**src/sv/rpdt_pkg.sv**
```systemverilog
// ----------------------------------------------------------------------------
// rpdt_pkg
// Shared types and constants for the rssi proximity door trigger.
// ----------------------------------------------------------------------------
`default_nettype none

package rpdt_pkg;

  // trend encoding
  typedef enum logic [1:0] {
    TREND_UNKNOWN  = 2'd0,
    TREND_RECEDE   = 2'd1,
    TREND_APPROACH = 2'd2
  } trend_t;

  // configuration register indexes
  localparam int unsigned CFG_IDX_W = 3;
  localparam int unsigned CFG_DATA_W = 8;
  localparam logic [CFG_IDX_W-1:0] CFG_LINK_READY     = 3'd0;
  localparam logic [CFG_IDX_W-1:0] CFG_AUTO_ENABLE    = 3'd1;
  localparam logic [CFG_IDX_W-1:0] CFG_APPROACH_LEVEL = 3'd2;
  localparam logic [CFG_IDX_W-1:0] CFG_RECEDE_LEVEL   = 3'd3;
  localparam logic [CFG_IDX_W-1:0] CFG_CONFIRM_COUNT  = 3'd4;
  localparam logic [CFG_IDX_W-1:0] CFG_SWITCH_COUNT   = 3'd5;

  // threshold level codes
  localparam logic [2:0] LEVEL_1 = 3'd1;
  localparam logic [2:0] LEVEL_2 = 3'd2;
  localparam logic [2:0] LEVEL_3 = 3'd3;

  // open thresholds (sample must be above)
  localparam logic signed [7:0] OPEN_THR_1 = -8'sd68;
  localparam logic signed [7:0] OPEN_THR_2 = -8'sd80;
  localparam logic signed [7:0] OPEN_THR_3 = -8'sd85;

  // close thresholds (sample must be below)
  localparam logic signed [7:0] CLOSE_THR_1 = -8'sd80;
  localparam logic signed [7:0] CLOSE_THR_2 = -8'sd90;
  localparam logic signed [7:0] CLOSE_THR_3 = -8'sd95;

  // time handling
  localparam int unsigned TIME_W = 27;
  localparam logic [TIME_W:0] WRAP_SPAN = 28'h4FFFFFF;
  localparam logic [TIME_W:0] HOLD_MS   = 28'd1000;

  // input beat
  typedef struct packed {
    logic signed [7:0]  rssi;
    logic [TIME_W-1:0]  now_ms;
  } in_t;

  // result beat
  typedef struct packed {
    logic       event_valid;
    logic       open_door;
    logic [1:0] trend;
  } out_t;

  // configuration register set
  typedef struct packed {
    logic       link_ready;
    logic       auto_enable;
    logic [2:0] approach_level;
    logic [2:0] recede_level;
    logic [7:0] confirm_count;
    logic [7:0] switch_count;
  } cfg_t;

endpackage

`default_nettype wire

```
**src/sv/rpdt_cfg.sv**
```systemverilog
// ----------------------------------------------------------------------------
// rpdt_cfg
// Configuration register file, written through a plain write port.
// ----------------------------------------------------------------------------
`default_nettype none

module rpdt_cfg
  import rpdt_pkg::*;
(
  input  wire logic                  clk,
  input  wire logic                  rst_n,
  input  wire logic                  cfg_we,
  input  wire logic [CFG_IDX_W-1:0]  cfg_idx,
  input  wire logic [CFG_DATA_W-1:0] cfg_wdata,
  output cfg_t                       cfg
);

  cfg_t cfg_r, cfg_nxt;

  // decode the write
  always_comb begin
    cfg_nxt = cfg_r;
    if (cfg_we) begin
      unique case (cfg_idx)
        CFG_LINK_READY:     cfg_nxt.link_ready     = cfg_wdata[0];
        CFG_AUTO_ENABLE:    cfg_nxt.auto_enable    = cfg_wdata[0];
        CFG_APPROACH_LEVEL: cfg_nxt.approach_level = cfg_wdata[2:0];
        CFG_RECEDE_LEVEL:   cfg_nxt.recede_level   = cfg_wdata[2:0];
        CFG_CONFIRM_COUNT:  cfg_nxt.confirm_count  = cfg_wdata;
        CFG_SWITCH_COUNT:   cfg_nxt.switch_count   = cfg_wdata;
        default:            cfg_nxt = cfg_r;
      endcase
    end
  end

  // register with reset defaults
  always_ff @(posedge clk) begin
    if (!rst_n) begin
      cfg_r.link_ready     <= 1'b0;
      cfg_r.auto_enable    <= 1'b1;
      cfg_r.approach_level <= LEVEL_1;
      cfg_r.recede_level   <= LEVEL_1;
      cfg_r.confirm_count  <= 8'd5;
      cfg_r.switch_count   <= 8'd10;
    end else begin
      cfg_r <= cfg_nxt;
    end
  end

  assign cfg = cfg_r;

endmodule

`default_nettype wire

```
**src/sv/rpdt_core.sv**
```systemverilog
// ----------------------------------------------------------------------------
// rpdt_core
// Trend tracking state and door decision for one sample per cycle while en is high.
// ----------------------------------------------------------------------------
`default_nettype none

module rpdt_core
  import rpdt_pkg::*;
(
  input  wire logic clk,
  input  wire logic rst_n,
  input  wire logic en,
  input  wire in_t  item,
  input  wire cfg_t cfg,
  output out_t      res
);

  logic signed [7:0] last_rssi_r, last_rssi_nxt;
  trend_t            trend_r, trend_nxt;
  logic [7:0]        appr_cnt_r, appr_cnt_nxt;
  logic [7:0]        rec_cnt_r, rec_cnt_nxt;
  logic              door_open_r, door_open_nxt;
  logic [TIME_W-1:0] tct_r, tct_nxt;

  logic              active;
  logic              rise, fall;
  logic [7:0]        appr_inc, rec_inc;
  logic [TIME_W:0]   now_x, tct_x, elapsed;
  logic              hold_done;
  logic              open_hit, close_hit;

  assign active   = cfg.link_ready & cfg.auto_enable;
  assign rise     = item.rssi > last_rssi_r;
  assign fall     = item.rssi < last_rssi_r;
  assign appr_inc = appr_cnt_r + 8'd1;
  assign rec_inc  = rec_cnt_r + 8'd1;

  // trend counters and switching
  always_comb begin
    last_rssi_nxt = last_rssi_r;
    trend_nxt     = trend_r;
    appr_cnt_nxt  = appr_cnt_r;
    rec_cnt_nxt   = rec_cnt_r;
    tct_nxt       = tct_r;
    if (!active) begin
      appr_cnt_nxt = 8'd0;
      rec_cnt_nxt  = 8'd0;
    end else begin
      priority if (rise && (trend_r == TREND_UNKNOWN || trend_r == TREND_RECEDE)) begin
        appr_cnt_nxt = appr_inc;
        if (appr_inc > cfg.confirm_count) rec_cnt_nxt = 8'd0;
        if (appr_inc > cfg.switch_count) begin
          appr_cnt_nxt = 8'd0;
          trend_nxt    = TREND_APPROACH;
          tct_nxt      = item.now_ms;
        end
      end else if (fall && (trend_r == TREND_UNKNOWN || trend_r == TREND_APPROACH)) begin
        rec_cnt_nxt = rec_inc;
        if (rec_inc > cfg.confirm_count) appr_cnt_nxt = 8'd0;
        if (rec_inc > cfg.switch_count) begin
          rec_cnt_nxt = 8'd0;
          trend_nxt   = TREND_RECEDE;
          tct_nxt     = item.now_ms;
        end
      end else begin
        appr_cnt_nxt = appr_cnt_r;
      end
      last_rssi_nxt = item.rssi;
    end
  end

  // time since the last trend switch, with the timer wrap
  assign now_x = {1'b0, item.now_ms};
  assign tct_x = {1'b0, tct_nxt};
  always_comb begin
    if (now_x < tct_x) elapsed = now_x + WRAP_SPAN - tct_x;
    else               elapsed = now_x - tct_x;
  end
  assign hold_done = elapsed > HOLD_MS;

  // threshold tables
  always_comb begin
    unique case (cfg.approach_level)
      LEVEL_1: open_hit = item.rssi > OPEN_THR_1;
      LEVEL_2: open_hit = item.rssi > OPEN_THR_2;
      LEVEL_3: open_hit = item.rssi > OPEN_THR_3;
      default: open_hit = 1'b0;
    endcase
    unique case (cfg.recede_level)
      LEVEL_1: close_hit = item.rssi < CLOSE_THR_1;
      LEVEL_2: close_hit = item.rssi < CLOSE_THR_2;
      LEVEL_3: close_hit = item.rssi < CLOSE_THR_3;
      default: close_hit = 1'b0;
    endcase
  end

  // door command
  always_comb begin
    door_open_nxt   = door_open_r;
    res.event_valid = 1'b0;
    res.open_door   = 1'b0;
    res.trend       = trend_nxt;
    if (active) begin
      unique case (trend_nxt)
        TREND_APPROACH: begin
          if (open_hit && !door_open_r && hold_done) begin
            door_open_nxt   = 1'b1;
            res.event_valid = 1'b1;
            res.open_door   = 1'b1;
          end
        end
        TREND_RECEDE: begin
          if (close_hit && door_open_r && hold_done) begin
            door_open_nxt   = 1'b0;
            res.event_valid = 1'b1;
          end
        end
        default: door_open_nxt = door_open_r;
      endcase
    end
  end

  // state registers
  always_ff @(posedge clk) begin
    if (!rst_n) begin
      last_rssi_r <= '0;
      trend_r     <= TREND_UNKNOWN;
      appr_cnt_r  <= '0;
      rec_cnt_r   <= '0;
      door_open_r <= 1'b0;
      tct_r       <= '0;
    end else if (en) begin
      last_rssi_r <= last_rssi_nxt;
      trend_r     <= trend_nxt;
      appr_cnt_r  <= appr_cnt_nxt;
      rec_cnt_r   <= rec_cnt_nxt;
      door_open_r <= door_open_nxt;
      tct_r       <= tct_nxt;
    end
  end

endmodule

`default_nettype wire

```
**src/sv/rssi_proximity_door_trigger.sv**
```systemverilog
// ----------------------------------------------------------------------------
// rssi_proximity_door_trigger
// Tracks rssi trend per sample and issues open or close door commands.
// ----------------------------------------------------------------------------
// path: input beat into the input register, then trend logic into the
//   result register
// throughput: one sample per cycle while out_stall does not hold the pipeline
// reset: synchronous active-low rst_n clears trend state, pipeline valids
//   and loads the configuration defaults
`default_nettype none

module rssi_proximity_door_trigger
  import rpdt_pkg::*;
(
  input  wire logic                  clk,
  input  wire logic                  rst_n,
  input  wire logic                  in_valid,
  output logic                       in_stall,
  input  wire in_t                   in_data,
  output logic                       out_valid,
  input  wire logic                  out_stall,
  output out_t                       out_data,
  input  wire logic                  cfg_we,
  input  wire logic [CFG_IDX_W-1:0]  cfg_idx,
  input  wire logic [CFG_DATA_W-1:0] cfg_wdata
);

  cfg_t cfg;
  out_t res;

  logic s1_valid_r, s1_valid_nxt;
  in_t  s1_item_r;
  logic out_valid_r, out_valid_nxt;
  out_t out_data_r;
  logic adv, in_fire;

  // pipeline advance control
  assign adv      = !out_valid_r || !out_stall;
  assign in_stall = s1_valid_r && !adv;
  assign in_fire  = in_valid && !in_stall;

  always_comb begin
    s1_valid_nxt  = s1_valid_r;
    out_valid_nxt = out_valid_r;
    if (in_fire)  s1_valid_nxt = 1'b1;
    else if (adv) s1_valid_nxt = 1'b0;
    if (adv) out_valid_nxt = s1_valid_r;
  end

  // valid flags
  always_ff @(posedge clk) begin
    if (!rst_n) begin
      s1_valid_r  <= 1'b0;
      out_valid_r <= 1'b0;
    end else begin
      s1_valid_r  <= s1_valid_nxt;
      out_valid_r <= out_valid_nxt;
    end
  end

  // payload registers
  always_ff @(posedge clk) begin
    if (in_fire) s1_item_r <= in_data;
    if (adv && s1_valid_r) out_data_r <= res;
  end

  rpdt_cfg u_cfg (
    .clk       (clk),
    .rst_n     (rst_n),
    .cfg_we    (cfg_we),
    .cfg_idx   (cfg_idx),
    .cfg_wdata (cfg_wdata),
    .cfg       (cfg)
  );

  rpdt_core u_core (
    .clk   (clk),
    .rst_n (rst_n),
    .en    (adv && s1_valid_r),
    .item  (s1_item_r),
    .cfg   (cfg),
    .res   (res)
  );

  assign out_valid = out_valid_r;
  assign out_data  = out_data_r;

endmodule

`default_nettype wire

```
**config.mk**
```make
export PLATFORM = sky130hd
export DESIGN_NAME = rssi_proximity_door_trigger
export DESIGN_NICKNAME = d
export VERILOG_FILES = /design/src/sv/rpdt_pkg.sv /design/src/sv/rpdt_cfg.sv /design/src/sv/rpdt_core.sv /design/src/sv/rssi_proximity_door_trigger.sv
export SDC_FILE = /design/constraint.sdc
export NUM_CORES = 1
export LEC_CHECK = 0
export ABC_AREA = 0
export ABC_CLOCK_PERIOD_IN_PS = 6150
export BUFFER_PORTS_ARGS = -buffer_cell sky130_fd_sc_hd__buf_2
export CAP_MARGIN = 15
export CORE_MARGIN = 2
export CORE_UTILIZATION = 40
export DETAILED_ROUTE_END_ITERATION = 10
export GPL_TIMING_DRIVEN = 1
export HOLD_SLACK_MARGIN = 0.05
export SYNTH_ARGS = -nofsm -noshare
export SYNTH_HDL_FRONTEND = slang
export SYNTH_SLANG_ARGS = --single-unit
```
**constraint.sdc**
```tcl
create_clock -name clk -period 6.15 [get_ports clk]
set_input_delay 0.3075 -clock clk [delete_from_list [all_inputs] [get_ports clk]]
set_output_delay 0.3075 -clock clk [all_outputs]
set_load 0.02 [all_outputs]
```
==> impl_metrics.toml, run 1 <==
[outcome]
status = "finished with violations"
violations = "setup timing"

[cells_and_area]
nets = 1412
n_antenna_cell = 0
fillers = 2169
syn_to_final_growth_pct = 27.6
drive_above_1_share_pct = 25.0
layout_common_cells = "buf_4 (122), ha_1 (94), nand2_1 (93), dfxtp_1 (77), inv_1 (68)"
final_common_cell = "buf_4"
fin_area_um2 = 12200

[place]
pre_cts_ws_ns = -0.215
io_buffers = 56
hpwl_um = 19000
placed_area_um2 = 11100
gp_congestion = 0.887

[logic_synthesis]
netlist_area_um2 = 9590
syn_nets = 1221
synth-seq-cells = 119
async_flop_share_pct = 0
synthCells = 1044
synthFlopType = "dfxtp_1"
synth_cell_type_count = 74
yosysSeqAreaShare_pct = 28.9
avgSynthCellArea_um2 = 9.18
yosys_warnings = 0
synth_edf_count = 39

[cts]
root_buffer = "clkbuf_16"
htree_levels = 4
clkTransAtPathRegs_ns = 0.06
clock_latency_ns = 0.42
cts_tree = "built"
numCtsBuffers = 17
cts_sinks = 119
clockBufferDepth = 2

[worst_setup_path]
end_kind = "flop"
cp.arrival_ns = 6.33
worstSetupStartpointType = "flop"
critPathMaxFanout = 5
crit_buf_inv = 5
slowest_delay_ns = 0.56
crit_path_top_delay_cell = "fa_2"
crit_family = "simple AND/OR/NAND/NOR gates"
cp.required_ns = 6.30
critPathKind = "reg -> reg"
crit_path_frequent_cell = "buf_12"

[sta]
setup_ws_ns = -0.0277
period_needed_ns = 6.18
max-slew-margin-rel_pct = 26.8
slew_violations = 0
grt_setup_unrepaired = "yes"
clock.fmax_ghz = 0.162
skew_ns = 0.0151
fin_tns_setup_ns = -0.0512
period_share_pct = 100
worst_pin_slew_ns = 1.09
finalHoldViolCount = 0
setup_viol = 2

[floorplanning]
dieWidth_um = 159
rows = 56
die_h_um = 159
start_util_pct = 40.8
die_area_um2 = 25200
coreArea_um2 = 23500
ios = 57

[grt]
grt_pass1_wl_um = 40500
grt_max_degree = 78
antenna_found_initial = 0
overflow = 0
grt_usage_pct = 19.5
grt_pass1_vias = 8375

[power]
power_density_nw_per_um2 = 196
cellLeakagePower_nw = 5.39
ir_worst_vdd_mv = 0.167

[route]
wire_per_inst_um = 15.4
wl_um = 24200
dr.first_iter.drc_count = 265
route.detailed.drc = 0
viasPerCell = 5.20
dr.pass1.iters = 5
vias = 8150
ant_nets = 0

[worst_hold_path]
min_path_type = "in -> reg"

[job]
maxCapViolations = 0
## power by group
| part | internal, mW | switching (mW) | leakage (nW) |
|---|---|---|---|
| logic | 0.217 | 0.237 | 4.06 |
| clock network | 0.726 | 0.358 | 0.306 |
| registers | 0.834 | 0.0222 | 1.03 |
## Yosys cell counts (8+ instances only)
cell	n	share of area, %
a21boi_0	22	1.7
a21o_1	13	1.0
a21oi_1	51	2.7
a31oi_1	13	0.85
and2_1	8	0.52
clkbuf_1	18	0.70
dfxtp_1	80	17
edfxtp_1	39	12
fa_1	26	5.4
ha_1	100	13
inv_1	70	2.7
mux2_2	14	1.6
mux2i_1	71	7.4
nand2_1	94	3.7
nand2b_1	15	0.98
nand3_1	26	1.4
nand4_1	16	1.0
nor2_1	49	1.9
nor2b_1	60	3.9
nor3_1	14	0.73
nor3b_1	8	0.63
o21a_1	21	1.6
o21ai_0	39	2.0
or2_2	16	1.0
xnor2_1	31	2.8
xor2_1	16	1.5
## registers in the layout, summed over array words and instances (netlist names)
signal / cells
out_data: 4
s1_item_r: 35
s1_valid_r: 1
u_core.last_rssi_r: 8
u_cfg.cfg: 24
u_core.trend_r: 2
out_valid: 1
u_core.tct_r: 27
u_core.rec_cnt_r: 8
u_core.appr_cnt_r: 8
u_core.door_open_r: 1
## cells by family (layout without fill, tap and decap cells)
kind of cell             count (synthesis)  count (layout)  share of synthesized area, %
flip-flops                             119             119                          28.9
XOR/XNOR                                47              47                          4.29
multiplexers                            85              85                          9.06
buffers and inverters                   98             302                          4.01
adder cells (fa/ha/maj)                126             126                          18.5
AND/OR/NAND/NOR                        338             338                          18.5
AO/OA/AOI/OAI                          231             231                          16.7
## layout make-up
| cell class | instances | area, um^2 | area share, % |
|---|---|---|---|
| clock buffers | 22 | 454 | 3.71 |
| clock inverters | 10 | 176 | 1.44 |
| inverters | 70 | 263 | 2.15 |
| multi-input cells | 827 | 6710 | 54.9 |
| flip-flops and latches | 119 | 2780 | 22.7 |
| well taps | 319 | 399 | 3.26 |
| repair buffers | 200 | 1450 | 11.9 |
## final timing paths
kind / from / cells after the start / end / slack, ns
worst max register to register: u_core.rec_cnt_r[0] / 30 / out_data[2] / -0.03
worst max-delay path: u_core.rec_cnt_r[0] / 30 / out_data[2] / -0.03
worst min-delay path: in_data[1] / 1 / s1_item_r[1] / 0.07
worst min register to register: u_cfg.cfg[5] / 2 / u_cfg.cfg[5] / 0.46
## what timing repair did
action / CTS / global route
gates cloned: 0 / 0
buffers inserted: 5 / 6
endpoints found under the setup margin: 3 / 3
endpoints found under the hold margin: 15 / 0
gates resized for setup: 23 / 35
pin swaps: 17 / 15
hold buffers: 15 / 0
## routing by layer
metal	global-route usage [%]	vias to the layer above	part of all wire (%)
met1	24.1	3862	45
li1	-	4123	-
met4	6.96	0	2.3
met3	2.85	38	2.5
met5	0	-	0
met2	34.5	127	50
## stage by stage
step                hold slack, ns  util (%)  total power [mW]  std cells
floorplan                    0.406         -              1.14       1044
global placement             0.451      47.5              1.29       1510
detailed placement           0.458      47.5              1.30       1510
CTS                         0.0506      51.3              2.41       1561
global route                0.0543      52.1              2.50       1567
finish                      0.0681      52.1              2.39       1567
Note: power is estimated with default switching activity, not from simulation.
==> run 2: changes to the inputs <==
--- a/config.mk
+++ b/config.mk
@@ -12,7 +12,7 @@
 export CORE_MARGIN = 2
 export CORE_UTILIZATION = 40
 export DETAILED_ROUTE_END_ITERATION = 10
-export GPL_TIMING_DRIVEN = 1
+export GPL_TIMING_DRIVEN = 0
 export HOLD_SLACK_MARGIN = 0.05
 export SYNTH_ARGS = -nofsm -noshare
 export SYNTH_HDL_FRONTEND = slang
==> impl_metrics.toml, run 2 (same netlist as run 1, synthesis figures left out) <==
[outcome]
status = "finished with violations"
violations = "setup timing"

[route]
dr.pass1.iters = 5
dr.first_iter.drc_count = 421
wl_um = 24700
vias = 7937
viasPerCell = 5.29
route.detailed.drc = 0
wire_per_inst_um = 16.5
ant_nets = 0

[worst_hold_path]
holdPathStages = 1
hold-path-endpoint = "s1_item_r[5]"
hp-start = "in_data[5]"
min_path_type = "in -> reg"

[sta]
max-slew-margin-rel_pct = 25.2
clock.fmax_ghz = 0.159
worst_pin_slew_ns = 1.11
period_share_pct = 102
finalHoldViolCount = 0
setup_ws_ns = -0.138
setup_viol = 3
period_needed_ns = 6.29
slew_violations = 0
skew_ns = 0.0109
grt_setup_unrepaired = "yes"

[worst_setup_path]
rrSetupSlack_ns = -0.14
r2r-start = "u_core.rec_cnt_r[0]"
cp.arrival_ns = 6.44
reg2reg_to = "out_data[3]"
worstSetupStartpointType = "flop"
critPathKind = "reg -> reg"
cp.required_ns = 6.30
slowest_delay_ns = 0.48
crit_path_top_delay_cell = "fa_2"
end_kind = "flop"
r2r_cells = 29
critPathMaxFanout = 8

[cells_and_area]
fillers = 2144
multi_input_area_um2 = 6960
seqCellArea_um2 = 2790
fin_area_um2 = 11900
largest_reg_flops = 35
regMostFlops = "s1_item_r"
syn_to_final_growth_pct = 23.8
final_common_cell = "nand2_1"
nets = 1345
layout_common_cells = "nand2_1 (92), ha_1 (85), dfxtp_1 (74), inv_1 (68), buf_2 (59)"
drive_above_1_share_pct = 23.5
n_antenna_cell = 0

[floorplanning]
die_area_um2 = 25200
dieWidth_um = 159
coreArea_um2 = 23500
ios = 57
die_h_um = 159
start_util_pct = 40.8
rows = 56

[power]
cellLeakagePower_nw = 4.98
power_density_nw_per_um2 = 188
ir_worst_vdd_mv = 0.166

[place]
hpwl_um = 19100
gp_congestion = 0.885
placed_area_um2 = 10300
io_buffers = 56
pre_cts_ws_ns = -1.11

[grt]
grt_max_degree = 23
overflow = 0
grt_pass1_vias = 7831
antenna_found_initial = 0
grt_pass1_wl_um = 39600
grt_usage_pct = 19.4

[cts]
clockBufferDepth = 2
cts_tree = "built"
clkTransAtPathRegs_ns = 0.06
htree_levels = 4
numCtsBuffers = 17
root_buffer = "clkbuf_16"
clock_latency_ns = 0.42
cts_sinks = 119

[job]
maxCapViolations = 0
run 2: worst max-delay path by stage:
stage,cells after the start,to,startpoint
after CTS,29,out_data[3],u_core.rec_cnt_r[0]
after global routing,30,out_data[3],u_core.rec_cnt_r[0]
after floorplan,29,out_data[2],u_core.rec_cnt_r[2]
final,29,out_data[3],u_core.rec_cnt_r[0]
after detailed placement,30,out_data[2],u_core.rec_cnt_r[0]
after global placement,30,out_data[2],u_core.rec_cnt_r[0]
run 2: stage by stage:
stage / setup TNS [ns] / total power [mW] / cells / util, % / hold slack [ns]
floorplan: 0 / 1.14 / 1044 / - / 0.406
global placement: -3.29 / 1.24 / 1419 / 43.9 / 0.453
detailed placement: -3.21 / 1.25 / 1420 / 44.1 / 0.459
CTS: -0.791 / 2.22 / 1475 / 48.6 / 0.0512
global route: -0.966 / 2.33 / 1500 / 50.6 / 0.0516
finish: -0.353 / 2.23 / 1500 / 50.6 / 0.0617
run 2: report_power, final:
group          switching (mW)  internal (mW)
combinational           0.236          0.192
clock                   0.378          0.567
sequential             0.0256          0.832
total                   0.640           1.59
run 2: routing by layer:
layer	wire length, um	up-vias	track usage, %	part of all wire [%]
met2	12100	134	34.2	49
met4	477	0	6.26	1.9
met5	0	-	0	0
met3	795	30	2.56	3.2
met1	11300	3783	24.4	46
li1	-	3990	-	-
run 2: final cells by class:
cell class              instances  share of cell area (%)
repair buffers                109                    6.29
well taps                     319                    3.36
flip-flops and latches        119                    23.5
clock buffers                  18                    3.70
inverters                      70                    2.21
multi-input cells             827                    58.7
clock inverters                14                    1.08
plain buffers                  24                    1.19
run 2: worst max-delay path, delay by kind of cell, from the launching register on:
kind                       cells  cell delay, ns
and+or+nand+nor               10            1.84
buffers and inverters          3            0.34
muxes                          1            0.26
xor gates and xnor gates       1            0.10
AOI/OAI and AO/OA             11            2.21
adders and majority gates      3            0.86
DFF                            1            0.38
run 2: what timing repair did:
| item | in CTS | in global routing |
|---|---|---|
| hold buffers | 0 | 7 |
| setup buffers | 27 | 18 |
| gates cloned | 0 | 0 |
| endpoints found under the hold margin | 0 | 7 |
| gates resized for setup | 68 | 57 |
| endpoints found under the setup margin | 3 | 3 |
| pin swaps | 27 | 24 |
